[src/design/upa_pkg.sv]
`default_nettype none
// ---------------------------------------------------------------------------
// upa_pkg
// Types and constants shared by the proximity alarm lanes, the merging stage
// and the top level.
// ---------------------------------------------------------------------------
package upa_pkg;

    // Field widths of the stream items and the registers.
    localparam int unsigned CAPTURE_W = 16;
    localparam int unsigned CM_W      = 10;
    localparam int unsigned TONE_W    = 3;
    localparam int unsigned TICKS_W   = 16;
    localparam int unsigned COUNT_W   = 17;

    // floor(w / 58) for w below 2^15 as (w * CM_RECIP) >> CM_SHIFT.
    // The reciprocal is rounded up; its error of 12 times w stays below 2^21.
    localparam int unsigned CM_SHIFT = 21;
    localparam logic [15:0] CM_RECIP = 16'd36158;

    // Tone bands in centimetres.
    localparam logic [CM_W-1:0] BAND_1 = 10'd30;
    localparam logic [CM_W-1:0] BAND_2 = 10'd20;
    localparam logic [CM_W-1:0] BAND_3 = 10'd15;
    localparam logic [CM_W-1:0] BAND_4 = 10'd10;
    localparam logic [CM_W-1:0] BAND_5 = 10'd5;

    // Tone levels that beep in the window.
    localparam logic [TONE_W-1:0] TONE_BEEP_LO = 3'd1;
    localparam logic [TONE_W-1:0] TONE_BEEP_HI = 3'd4;

    // Reset values of the configuration registers.
    localparam logic [TICKS_W-1:0] WINDOW_TICKS_RST = 16'd1200;
    localparam logic [CM_W-1:0]    ALARM_CM_RST     = 10'd5;

    // Register indexes of the configuration port.
    localparam logic CFG_WINDOW_TICKS = 1'b0;
    localparam logic CFG_ALARM_CM     = 1'b1;

    // Kinds of input item.
    typedef enum logic [1:0] {
        REQ_MEASURE = 2'd0,
        REQ_TICK    = 2'd1,
        REQ_STOP    = 2'd2
    } t_req;

    // What one sensor lane found for a measure item.
    typedef struct packed {
        logic [CM_W-1:0]   cm;
        logic              alarm;
        logic [TONE_W-1:0] tone;
    } t_lane_res;

    // Configuration as seen by the merging stage.
    typedef struct packed {
        logic [TICKS_W-1:0] window_ticks;
    } t_merge_cfg;

    // One result item, last field in the lowest bits.
    typedef struct packed {
        logic              window_done;
        logic [TONE_W-1:0] tone_level;
        logic              buzzer_on;
        logic              alert_front;
        logic              alert_back;
        logic [CM_W-1:0]   dist_front_cm;
        logic [CM_W-1:0]   dist_back_cm;
    } t_result;

endpackage
`default_nettype wire

[src/design/upa_echo_lane.sv]
`default_nettype none
// ---------------------------------------------------------------------------
// upa_echo_lane
// One sensor lane: echo width, centimetres, alarm flag and tone band,
// registered when the pipeline takes an item.
// ---------------------------------------------------------------------------
module upa_echo_lane
    import upa_pkg::*;
(
    input  wire logic                 i_clk,
    input  wire logic                 i_load,
    input  wire logic [CAPTURE_W-1:0] i_rise,
    input  wire logic [CAPTURE_W-1:0] i_fall,
    input  wire logic [CM_W-1:0]      i_alarm_cm,
    output t_lane_res                 o_res
);

    logic [CAPTURE_W-1:0] w_width;
    logic [31:0]          w_prod;
    logic [CM_W-1:0]      w_cm;
    logic [TONE_W-1:0]    w_tone;
    t_lane_res            r_res;

    // Echo width modulo 2^16, halved, then divided by 58 via the reciprocal.
    assign w_width = i_fall - i_rise;
    assign w_prod  = {17'd0, w_width[CAPTURE_W-1:1]} * {16'd0, CM_RECIP};
    assign w_cm    = w_prod[CM_SHIFT+CM_W-1:CM_SHIFT];

    // Tone band of the distance.
    always_comb begin
        if (w_cm >= BAND_1) begin
            w_tone = 3'd0;
        end else if (w_cm >= BAND_2) begin
            w_tone = 3'd1;
        end else if (w_cm >= BAND_3) begin
            w_tone = 3'd2;
        end else if (w_cm >= BAND_4) begin
            w_tone = 3'd3;
        end else if (w_cm >= BAND_5) begin
            w_tone = 3'd4;
        end else begin
            w_tone = 3'd5;
        end
    end

    // Lane result register.
    always_ff @(posedge i_clk) begin
        if (i_load) begin
            r_res.cm    <= w_cm;
            r_res.alarm <= (w_cm < i_alarm_cm);
            r_res.tone  <= w_tone;
        end
    end

    assign o_res = r_res;

endmodule
`default_nettype wire

[src/design/upa_merge.sv]
`default_nettype none
// ---------------------------------------------------------------------------
// upa_merge
// Merging stage: folds the two lane results into the stored distances,
// alarms and tones, runs the beep window and registers the result item.
// ---------------------------------------------------------------------------
module upa_merge
    import upa_pkg::*;
(
    input  wire logic       i_clk,
    input  wire logic       i_rst_n,
    input  wire logic       i_advance,
    input  wire logic [1:0] i_req,
    input  wire t_lane_res  i_back,
    input  wire t_lane_res  i_front,
    input  wire t_merge_cfg i_cfg,
    output t_result         o_result
);

    logic [CM_W-1:0]    r_bd, n_bd, r_fd, n_fd;
    logic [TONE_W-1:0]  r_bt, n_bt, r_ft, n_ft;
    logic               r_ba, n_ba, r_fa, n_fa;
    logic               r_alb, n_alb, r_alf, n_alf;
    logic               r_buz, n_buz;
    logic               r_wa, n_wa;
    logic [COUNT_W-1:0] r_wc, n_wc, r_bc, n_bc;
    t_result            r_out, n_out;

    logic               w_bch, w_fch, w_done, w_check;
    logic [TONE_W-1:0]  w_lvl;
    logic [TICKS_W-1:0] w_period;

    // State update for one item.
    always_comb begin
        n_bd    = r_bd;
        n_fd    = r_fd;
        n_bt    = r_bt;
        n_ft    = r_ft;
        n_ba    = r_ba;
        n_fa    = r_fa;
        n_alb   = r_alb;
        n_alf   = r_alf;
        n_buz   = r_buz;
        n_wa    = r_wa;
        n_wc    = r_wc;
        n_bc    = r_bc;
        w_done  = 1'b0;
        w_check = 1'b0;
        w_bch   = (i_back.cm != r_bd);
        w_fch   = (i_front.cm != r_fd);
        case (i_req)
            REQ_MEASURE: begin
                if (w_bch) begin
                    n_bd = i_back.cm;
                    n_ba = i_back.alarm;
                    n_bt = i_back.tone;
                end
                if (w_fch) begin
                    n_fd = i_front.cm;
                    n_fa = i_front.alarm;
                    n_ft = i_front.tone;
                end
                if (w_bch || w_fch) begin
                    n_alb = n_ba;
                    n_alf = n_fa;
                    n_buz = n_ba | n_fa;
                end
                n_wa    = 1'b1;
                n_wc    = '0;
                n_bc    = '0;
                w_check = 1'b1;
            end
            REQ_TICK: begin
                if (r_wa) begin
                    n_wc = r_wc + 1'b1;
                    n_bc = r_bc + 1'b1;
                    if (n_wc > {1'b0, i_cfg.window_ticks}) begin
                        n_wa   = 1'b0;
                        w_done = 1'b1;
                    end else begin
                        w_check = 1'b1;
                    end
                end
            end
            REQ_STOP: begin
                n_alb = 1'b0;
                n_alf = 1'b0;
                n_buz = 1'b0;
                n_wa  = 1'b0;
                n_wc  = '0;
                n_bc  = '0;
            end
            default: begin
            end
        endcase

        // Toggle check against the period of the higher tone level.
        w_lvl    = (n_bt > n_ft) ? n_bt : n_ft;
        w_period = i_cfg.window_ticks >> w_lvl;
        if (w_check && (w_lvl >= TONE_BEEP_LO) && (w_lvl <= TONE_BEEP_HI)
                && (n_bc == {1'b0, w_period})) begin
            n_buz = ~n_buz;
            n_bc  = '0;
        end

        n_out.dist_back_cm  = n_bd;
        n_out.dist_front_cm = n_fd;
        n_out.alert_back    = n_alb;
        n_out.alert_front   = n_alf;
        n_out.buzzer_on     = n_buz;
        n_out.tone_level    = w_lvl;
        n_out.window_done   = w_done;
    end

    // State registers.
    always_ff @(posedge i_clk) begin
        if (!i_rst_n) begin
            r_bd  <= '0;
            r_fd  <= '0;
            r_bt  <= '0;
            r_ft  <= '0;
            r_ba  <= 1'b0;
            r_fa  <= 1'b0;
            r_alb <= 1'b0;
            r_alf <= 1'b0;
            r_buz <= 1'b0;
            r_wa  <= 1'b0;
            r_wc  <= '0;
            r_bc  <= '0;
        end else if (i_advance) begin
            r_bd  <= n_bd;
            r_fd  <= n_fd;
            r_bt  <= n_bt;
            r_ft  <= n_ft;
            r_ba  <= n_ba;
            r_fa  <= n_fa;
            r_alb <= n_alb;
            r_alf <= n_alf;
            r_buz <= n_buz;
            r_wa  <= n_wa;
            r_wc  <= n_wc;
            r_bc  <= n_bc;
        end
    end

    // Result register.
    always_ff @(posedge i_clk) begin
        if (i_advance) begin
            r_out <= n_out;
        end
    end

    assign o_result = r_out;

endmodule
`default_nettype wire

[src/design/ultrasonic_proximity_alarm_unit.sv]
`default_nettype none
// ---------------------------------------------------------------------------
// ultrasonic_proximity_alarm_unit
// Two-sensor parking proximity alarm with alert lines and a beeping buzzer.
// ---------------------------------------------------------------------------
// The block takes one item per clock cycle while the output is not stalled
// and gives one result item for each via the lane and output registers. The
// back and front echoes are converted to centimetres by two lanes side by
// side in the first stage (one 15 by 16 bit multiply each); the second stage
// is a single state update that merges the lanes, runs the beep window and
// loads the output register, and it sets the rate of one item per cycle.
// Configuration is taken in any cycle and should be written while idle.
// ---------------------------------------------------------------------------
module ultrasonic_proximity_alarm_unit
    import upa_pkg::*;
(
    input  wire logic        i_clk,
    input  wire logic        i_rst_n,
    // Input items.
    input  wire logic        i_s_tvalid,
    output logic             o_s_tready,
    // Fields: back_rise[15:0], back_fall[31:16], front_rise[47:32],
    // front_fall[63:48].
    input  wire logic [63:0] i_s_tdata,
    // Fields: req_type[1:0].
    input  wire logic [1:0]  i_s_tuser,
    // Result items.
    output logic             o_m_tvalid,
    input  wire logic        i_m_tready,
    // Fields: dist_back_cm[9:0], dist_front_cm[19:10], alert_back[20],
    // alert_front[21], buzzer_on[22], tone_level[25:23], window_done[26].
    output logic [31:0]      o_m_tdata,
    // Configuration writes.
    input  wire logic        i_cfg_valid,
    output logic             o_cfg_ready,
    input  wire logic        i_cfg_index,
    input  wire logic [15:0] i_cfg_data
);

    logic               r_s1_valid;
    logic [1:0]         r_s1_req;
    logic               r_m_valid;
    logic               w_out_free;
    logic               w_advance;
    logic               w_load;
    logic [TICKS_W-1:0] r_window_ticks;
    logic [CM_W-1:0]    r_alarm_cm;
    t_lane_res          w_back, w_front;
    t_merge_cfg         w_cfg;
    t_result            w_result;

    // Configuration registers.
    assign o_cfg_ready = 1'b1;

    always_ff @(posedge i_clk) begin
        if (!i_rst_n) begin
            r_window_ticks <= WINDOW_TICKS_RST;
            r_alarm_cm     <= ALARM_CM_RST;
        end else if (i_cfg_valid) begin
            case (i_cfg_index)
                CFG_WINDOW_TICKS: r_window_ticks <= i_cfg_data;
                CFG_ALARM_CM:     r_alarm_cm     <= i_cfg_data[CM_W-1:0];
                default: begin
                end
            endcase
        end
    end

    // Pipeline handshake: the merge stage moves when the output is free.
    assign w_out_free = !r_m_valid || i_m_tready;
    assign w_advance  = r_s1_valid && w_out_free;
    assign o_s_tready = !r_s1_valid || w_advance;
    assign w_load     = i_s_tvalid && o_s_tready;

    always_ff @(posedge i_clk) begin
        if (!i_rst_n) begin
            r_s1_valid <= 1'b0;
            r_m_valid  <= 1'b0;
        end else begin
            if (o_s_tready) begin
                r_s1_valid <= i_s_tvalid;
            end
            if (w_out_free) begin
                r_m_valid <= r_s1_valid;
            end
        end
    end

    always_ff @(posedge i_clk) begin
        if (w_load) begin
            r_s1_req <= i_s_tuser;
        end
    end

    // Sensor lanes.
    upa_echo_lane u_lane_back (
        .i_clk      (i_clk),
        .i_load     (w_load),
        .i_rise     (i_s_tdata[15:0]),
        .i_fall     (i_s_tdata[31:16]),
        .i_alarm_cm (r_alarm_cm),
        .o_res      (w_back)
    );

    upa_echo_lane u_lane_front (
        .i_clk      (i_clk),
        .i_load     (w_load),
        .i_rise     (i_s_tdata[47:32]),
        .i_fall     (i_s_tdata[63:48]),
        .i_alarm_cm (r_alarm_cm),
        .o_res      (w_front)
    );

    // Merging stage.
    assign w_cfg.window_ticks = r_window_ticks;

    upa_merge u_merge (
        .i_clk     (i_clk),
        .i_rst_n   (i_rst_n),
        .i_advance (w_advance),
        .i_req     (r_s1_req),
        .i_back    (w_back),
        .i_front   (w_front),
        .i_cfg     (w_cfg),
        .o_result  (w_result)
    );

    assign o_m_tvalid = r_m_valid;
    assign o_m_tdata  = {5'd0, w_result};

    // A staged item is never dropped while the output is stalled.
    a_stage_held: assert property (@(posedge i_clk) disable iff (!i_rst_n)
        (r_s1_valid && !w_advance) |=> r_s1_valid)
        else $error("staged item lost while stalled");

    // The input is open to a new item only when the staged one moves on.
    a_ready_moves: assert property (@(posedge i_clk) disable iff (!i_rst_n)
        (o_s_tready && r_s1_valid) |-> w_advance)
        else $error("input ready while the stage is blocked");

    // The reported tone level stays within its six bands.
    a_tone_range: assert property (@(posedge i_clk) disable iff (!i_rst_n)
        o_m_tvalid |-> (o_m_tdata[25:23] <= 3'd5))
        else $error("tone level out of range");

    // A result appears only after the stage held an item.
    a_out_source: assert property (@(posedge i_clk) disable iff (!i_rst_n)
        $rose(r_m_valid) |-> $past(r_s1_valid))
        else $error("result without a staged item");

endmodule
`default_nettype wire
[config.mk]
export PLATFORM = sky130hd
export DESIGN_NAME = ultrasonic_proximity_alarm_unit
export DESIGN_NICKNAME = d
export VERILOG_FILES = /design/src/design/upa_pkg.sv /design/src/design/upa_echo_lane.sv /design/src/design/upa_merge.sv /design/src/design/ultrasonic_proximity_alarm_unit.sv
export SDC_FILE = /design/constraint.sdc
export NUM_CORES = 1
export LEC_CHECK = 0
export ABC_AREA = 1
export BUFFER_PORTS_ARGS = -buffer_cell sky130_fd_sc_hd__buf_2
export CORE_MARGIN = 8
export CORE_UTILIZATION = 55
export DETAILED_ROUTE_END_ITERATION = 8
export PLACE_DENSITY = 0.78
export SYNTH_ARGS = -nofsm -noshare
export SYNTH_HDL_FRONTEND = slang
export SYNTH_SLANG_ARGS = --single-unit
export TNS_END_PERCENT = 30
[constraint.sdc]
create_clock -name i_clk -period 10.8 [get_ports i_clk]
set_input_delay 1.08 -clock i_clk [delete_from_list [all_inputs] [get_ports i_clk]]
set_output_delay 1.08 -clock i_clk [all_outputs]
set_load 0.02 [all_outputs]
==> out/qor.yml, run 1 <==
cells_and_area:
  mostFrequentLayoutCell: "inv_1"
  layout_common_cells: "inv_1, nand2_1, ha_1, a21oi_1, fa_1"
  syn2layout_area_growth_pct: 8.22
  drive_gt1_share_pct: 8.82
  layout.nets: 3112
  diodes: 0
  final_cells: 3051
  utilization_pct: 60.4
clock_network:
  cts_hold_buf: 0
  cts_setup_buffers: 0
  insertion_delay_ns: 0.43
  cts.clk_slew.worst_paths_ns: 0.07
  clock-root-buffer: "clkbuf_16"
  clock_path_buffers: 2
  cts_tree: "done"
  htreeDepth: 4
  cts_sinks: 151
  cts-resized-gates: 0
  cts_made_buffers: 17
logic_synthesis:
  synth_edf_count: 57
  synth_top_cell_by_area: "ha_1"
  synth_cell_types: 59
  ys.flop_type: "dfxtp_1"
  yosys.area.top_type_share_pct: 19.2
  postSynth.asyncResetShare_pct: 0
  synth_area_leaders: "ha_1, fa_1, inv_1, dfxtp_1, edfxtp_1"
  synth_cells: 2488
  mappedNetlistArea_sq_um: 19200
  yosysWarnings: 0
  synth_area_per_cell_sq_um: 7.73
  synth-seq-cells: 151
  ys_seq_area_share_pct: 18.7
global_routing:
  track_usage_pct: 22.1
  grt_max_degree: 75
  grt_pass1_vias: 16412
  antenna_found_initial: 0
  grt.overflow.total: 0
  grt_pass1_wl_um: 76900
worst_setup_path:
  crit_path_top_delay_cell: "xor2_1"
  crit_path_max_fanout: 7
  timing_worst_setup_path_type: "primary input to flop"
  startpoint_type: "primary input"
  max_stage_delay_ns: 0.64
  critPathRequiredTime_ns: 11.07
  worstPathArrival_ns: 9.92
  cp_common_cell: "nand2_1"
  worstSetupEndpointType: "flop"
placement:
  portBuffers: 116
  place.gp.congestion: 0.947
  dpl.cell_count: 3019
  dp_hpwl_um: 38100
routing:
  ant_nets: 0
  drc: 0
  routed_wl_um: 45900
  wl_per_cell_um: 15.1
  dr.pass1.iters: 7
  via_per_inst: 5.37
  vias: 16399
  drt-initial-drc-count: 896
die:
  core_sq_um: 34500
  ioPinCount: 123
  num_rows: 68
  die_w_um: 203
  start_util_pct: 55.8
  die_area_sq_um: 41200
  fp.dieH_um: 203
run:
  maxCapViolations: 0
sta:
  final-hold-violation-count: 0
  relSlewSlack_pct: 23.9
  period_needed_ns: 9.65
  tightest_slew_ns: 1.14
  finalSetupViolations: 0
  report.final.slew_viol_count: 0
  setup_tns_ns: 0
  max_freq_mhz: 104
  fin_skew_ns: 0.0116
  post-route-period-util_pct: 89.4
  rsz0062_at_grt: "no"
min_path:
  hp-class: "flop to flop"
status:
  status: "completed"
==> flip-flops by register name, summed over array words and instances (netlist names), 10 cells and up <==
name,cells
u_merge.r_bc,17
u_merge.r_fd,10
r_alarm_cm,10
u_lane_front.o_res,14
r_window_ticks,16
u_merge.r_bd,10
u_merge.r_wc,17
u_merge.o_result,27
u_lane_back.o_res,14
==> final timing paths <==
path                         from                    end  slack [ns]  depth (start not counted)
setup reg to reg      r_s1_req[0]   u_merge.o_result[22]        5.98                         25
setup / recovery    i_s_tdata[34]  u_lane_front.o_res[3]        1.15                         39
hold reg to reg   u_merge.r_fd[5]        u_merge.r_fd[5]        0.48                          2
hold / removal    u_merge.r_fd[5]        u_merge.r_fd[5]        0.48                          2
==> cells in the mapped netlist, types with 2 or more instances <==
cell type / count
inv_1: 574
nand2_1: 406
ha_1: 295
a21oi_1: 158
fa_1: 146
nor2_1: 144
nand3_1: 134
o21ai_0: 104
dfxtp_1: 94
xor2_1: 64
edfxtp_1: 57
xnor2_1: 31
clkbuf_1: 29
nand4_1: 23
a211oi_1: 20
nor3_1: 19
nand3_2: 17
nand2_2: 14
o21bai_1: 13
a31oi_1: 12
a21o_1: 11
o211ai_1: 11
nand3b_1: 9
o21ai_1: 9
a21oi_2: 7
buf_4: 7
nand2_4: 7
nor4_1: 7
buf_6: 6
nor2_2: 6
inv_2: 5
or2_2: 5
buf_2: 4
nand3_4: 4
and2_1: 3
o31ai_1: 3
a31o_2: 2
and3_1: 2
buf_1: 2
conb_1: 2
nor3b_1: 2
o22ai_1: 2
xor2_2: 2
==> worst max-delay path: cells and delay by family <==
family	cells	cell delay, ns
XOR/XNOR	2	1.00
adder cells (fa/ha/maj)	9	3.89
AO/OA/AOI/OAI	13	2.51
buffers and inverters	6	0.37
AND/OR/NAND/NOR	9	1.06
==> through the flow <==
stage	setup slack (ns)	cell area, sq um	hold WS (ns)
floorplan	1.86	19200	0.445
global placement	1.15	20200	0.455
detailed placement	0.848	20200	0.469
CTS	1.26	20800	0.482
global route	0.538	20800	0.500
finish	1.15	20800	0.481
==> area by class of cell <==
cell class / instances / area, sq um
clock buffer: 20 / 447
sequential: 151 / 3590
tap: 455 / 569
clock inverter: 12 / 189
multi-input combinational: 1713 / 13200
inverter: 579 / 2170
fill: 3079 / 13600
timing repair buffer: 121 / 618
==> layer usage <==
| layer | vias up | part of all wire [%] | track usage, % | routed length (um) |
|---|---|---|---|---|
| li1 | 8128 | - | - | - |
| met1 | 7791 | 43 | 27.2 | 19800 |
| met2 | 401 | 51 | 40.1 | 23200 |
| met3 | 79 | 3.9 | 2.28 | 1800 |
| met4 | 0 | 2.5 | 7.02 | 1140 |
| met5 | - | 0 | 0 | 0 |
==> cells by family (layout without fill, tap and decap cells) <==
logic type | after synthesis | count (layout) | share of synthesized area [%]
AND/OR/NAND/NOR | 803 | 803 | 18.8
buffers and inverters | 628 | 732 | 12.7
flip-flops | 151 | 151 | 18.7
XOR/XNOR | 97 | 97 | 4.49
other | 2 | 6 | 0.0390
multiplexers | 1 | 1 | 0.0520
adder cells (fa/ha/maj) | 441 | 441 | 34.4
AO/OA/AOI/OAI | 365 | 365 | 10.9
Power of run 1 is not shown: default switching activity piles up to over one toggle a cycle in this logic, so the estimate is an artifact.
==> run 2, diff against run 1 <==
--- a/config.mk
+++ b/config.mk
@@ -11,6 +11,8 @@
 export CORE_UTILIZATION = 55
 export DETAILED_ROUTE_END_ITERATION = 8
 export PLACE_DENSITY = 0.78
+export REMOVE_ABC_BUFFERS = 1
+export SLEW_MARGIN = 20
 export SYNTH_ARGS = -nofsm -noshare
 export SYNTH_HDL_FRONTEND = slang
 export SYNTH_SLANG_ARGS = --single-unit
==> run 2 against run 1 <==
Effect of this change:
- worst hold slack improved by 0.0013 ns
- register-to-register slack improved by 0.05 ns
- core utilization fell by 0.36 points
- cell area shrank 0.59%
- critical path type unchanged
==> out/qor.yml, run 2 (synthesis gave the netlist of run 1 again) <==
sta:
  period_needed_ns: 9.43
  fin_skew_ns: 0.00929
  rsz0062_at_grt: "no"
  report.final.slew_viol_count: 0
  setup_tns_ns: 0
  max_freq_mhz: 106
  fin_ws_ns: 1.37
  finalSetupViolations: 0
  final-hold-violation-count: 0
  tightest_slew_ns: 0.960
  post-route-period-util_pct: 87.4
  relSlewSlack_pct: 36.0
cells_and_area:
  final_cells: 3048
  layout.nets: 3109
  diodes: 0
  drive_gt1_share_pct: 8.79
  layout_common_cells: "inv_1, nand2_1, ha_1, a21oi_1, fa_1"
  syn2layout_area_growth_pct: 7.58
  mostFrequentLayoutCell: "inv_1"
  utilization_pct: 60.1
  largest_reg_flops: 27
die:
  core_sq_um: 34500
  fp.dieH_um: 203
  start_util_pct: 55.8
  die_area_sq_um: 41200
  die_w_um: 203
  num_rows: 68
  ioPinCount: 123
placement:
  dpl.cell_count: 3016
  portBuffers: 116
  dp_hpwl_um: 37600
  pre_cts_ws_ns: 1.01
  place.gp.congestion: 0.945
status:
  status: "completed"
clock_network:
  clock_path_buffers: 2
  cts-resized-gates: 0
  cts_setup_buffers: 0
  clock-root-buffer: "clkbuf_16"
  htreeDepth: 4
  cts_tree: "done"
  cts.clk_slew.worst_paths_ns: 0.06
  cts_made_buffers: 17
  cts_hold_buf: 0
  insertion_delay_ns: 0.43
  cts_sinks: 151
run:
  maxCapViolations: 0
global_routing:
  grt_max_degree: 75
  grt_pass1_vias: 16471
  track_usage_pct: 21.9
  grt.overflow.total: 0
  antenna_found_initial: 0
  grt_pass1_wl_um: 76000
worst_setup_path:
  r2r-start: "r_s1_req[0]"
  crit_path_max_fanout: 7
  cp_common_cell: "nand2_1"
  reg2reg_depth: 25
  r2r_slack_ns: 6.03
  rr_endpoint: "u_merge.o_result[22]"
  crit_path_top_delay_cell: "xor2_1"
  worstSetupEndpointType: "flop"
  startpoint_type: "primary input"
  critPathRequiredTime_ns: 11.05
  max_stage_delay_ns: 0.64
  worstPathArrival_ns: 9.69
  timing_worst_setup_path_type: "primary input to flop"
routing:
  wl_per_cell_um: 14.7
  ant_nets: 0
  dr.pass1.iters: 5
  drt-initial-drc-count: 798
  routed_wl_um: 44800
  vias: 16168
  drc: 0
  via_per_inst: 5.30
min_path:
  whs_endpoint: "u_merge.r_bd[9]"
  hp-start: "u_merge.r_bd[9]"
  hp-class: "flop to flop"
  hold_path_depth: 2
==> run 2: cell count changes in the layout (fill, tap and decap cells not counted), sizes merged <==
cell    change
clkbuf      -1
buf         -3
clkinv      +6
inv         -1
bufinv      -4
==> run 2: worst max-delay path, delay by kind of cell <==
kind | cells | cell delay [ns]
fa+ha+maj | 9 | 3.88
xor+xnor | 2 | 0.99
compound gates | 13 | 2.34
simple gates | 9 | 1.08
buf+inv | 5 | 0.34
==> run 2: final cells by class <==
| cell class | count | area [sq um] |
|---|---|---|
| well taps | 455 | 569 |
| flip-flops and latches | 151 | 3590 |
| inverters | 579 | 2180 |
| clock inverters | 13 | 97.6 |
| fillers | 3124 | 13800 |
| clock buffers | 19 | 433 |
| multi-input cells | 1713 | 13200 |
| repair buffers | 118 | 596 |
==> run 2: metal layers <==
| metal | track usage (%) | up-vias | part of all wire, % |
|---|---|---|---|
| met4 | 6.63 | 0 | 2.7 |
| met2 | 39.3 | 429 | 49 |
| met1 | 27.5 | 7559 | 44 |
| li1 | - | 8104 | - |
| met3 | 2.04 | 76 | 3.9 |
| met5 | 0 | - | 0 |
==> run 2: worst max path at each step <==
| stage | cells past startpoint | end | start |
|---|---|---|---|
| after floorplan | 34 | u_lane_front.o_res[3] | i_s_tdata[32] |
| after global placement | 35 | u_lane_front.o_res[3] | i_s_tdata[32] |
| after detailed placement | 38 | u_lane_front.o_res[3] | i_s_tdata[50] |
| after CTS | 38 | u_lane_front.o_res[3] | i_s_tdata[50] |
| after global routing | 39 | u_lane_front.o_res[3] | i_s_tdata[34] |
| final | 38 | u_lane_front.o_res[3] | i_s_tdata[50] |
==> run 2: per-stage QoR <==
stage,hold slack (ns),cell area (sq um)
after global placement,0.455,20200
after global routing,0.497,20700
after CTS,0.477,20700
after floorplan,0.444,19000
final,0.483,20700
after detailed placement,0.472,20200
Power of run 2 is left out for the same reason.
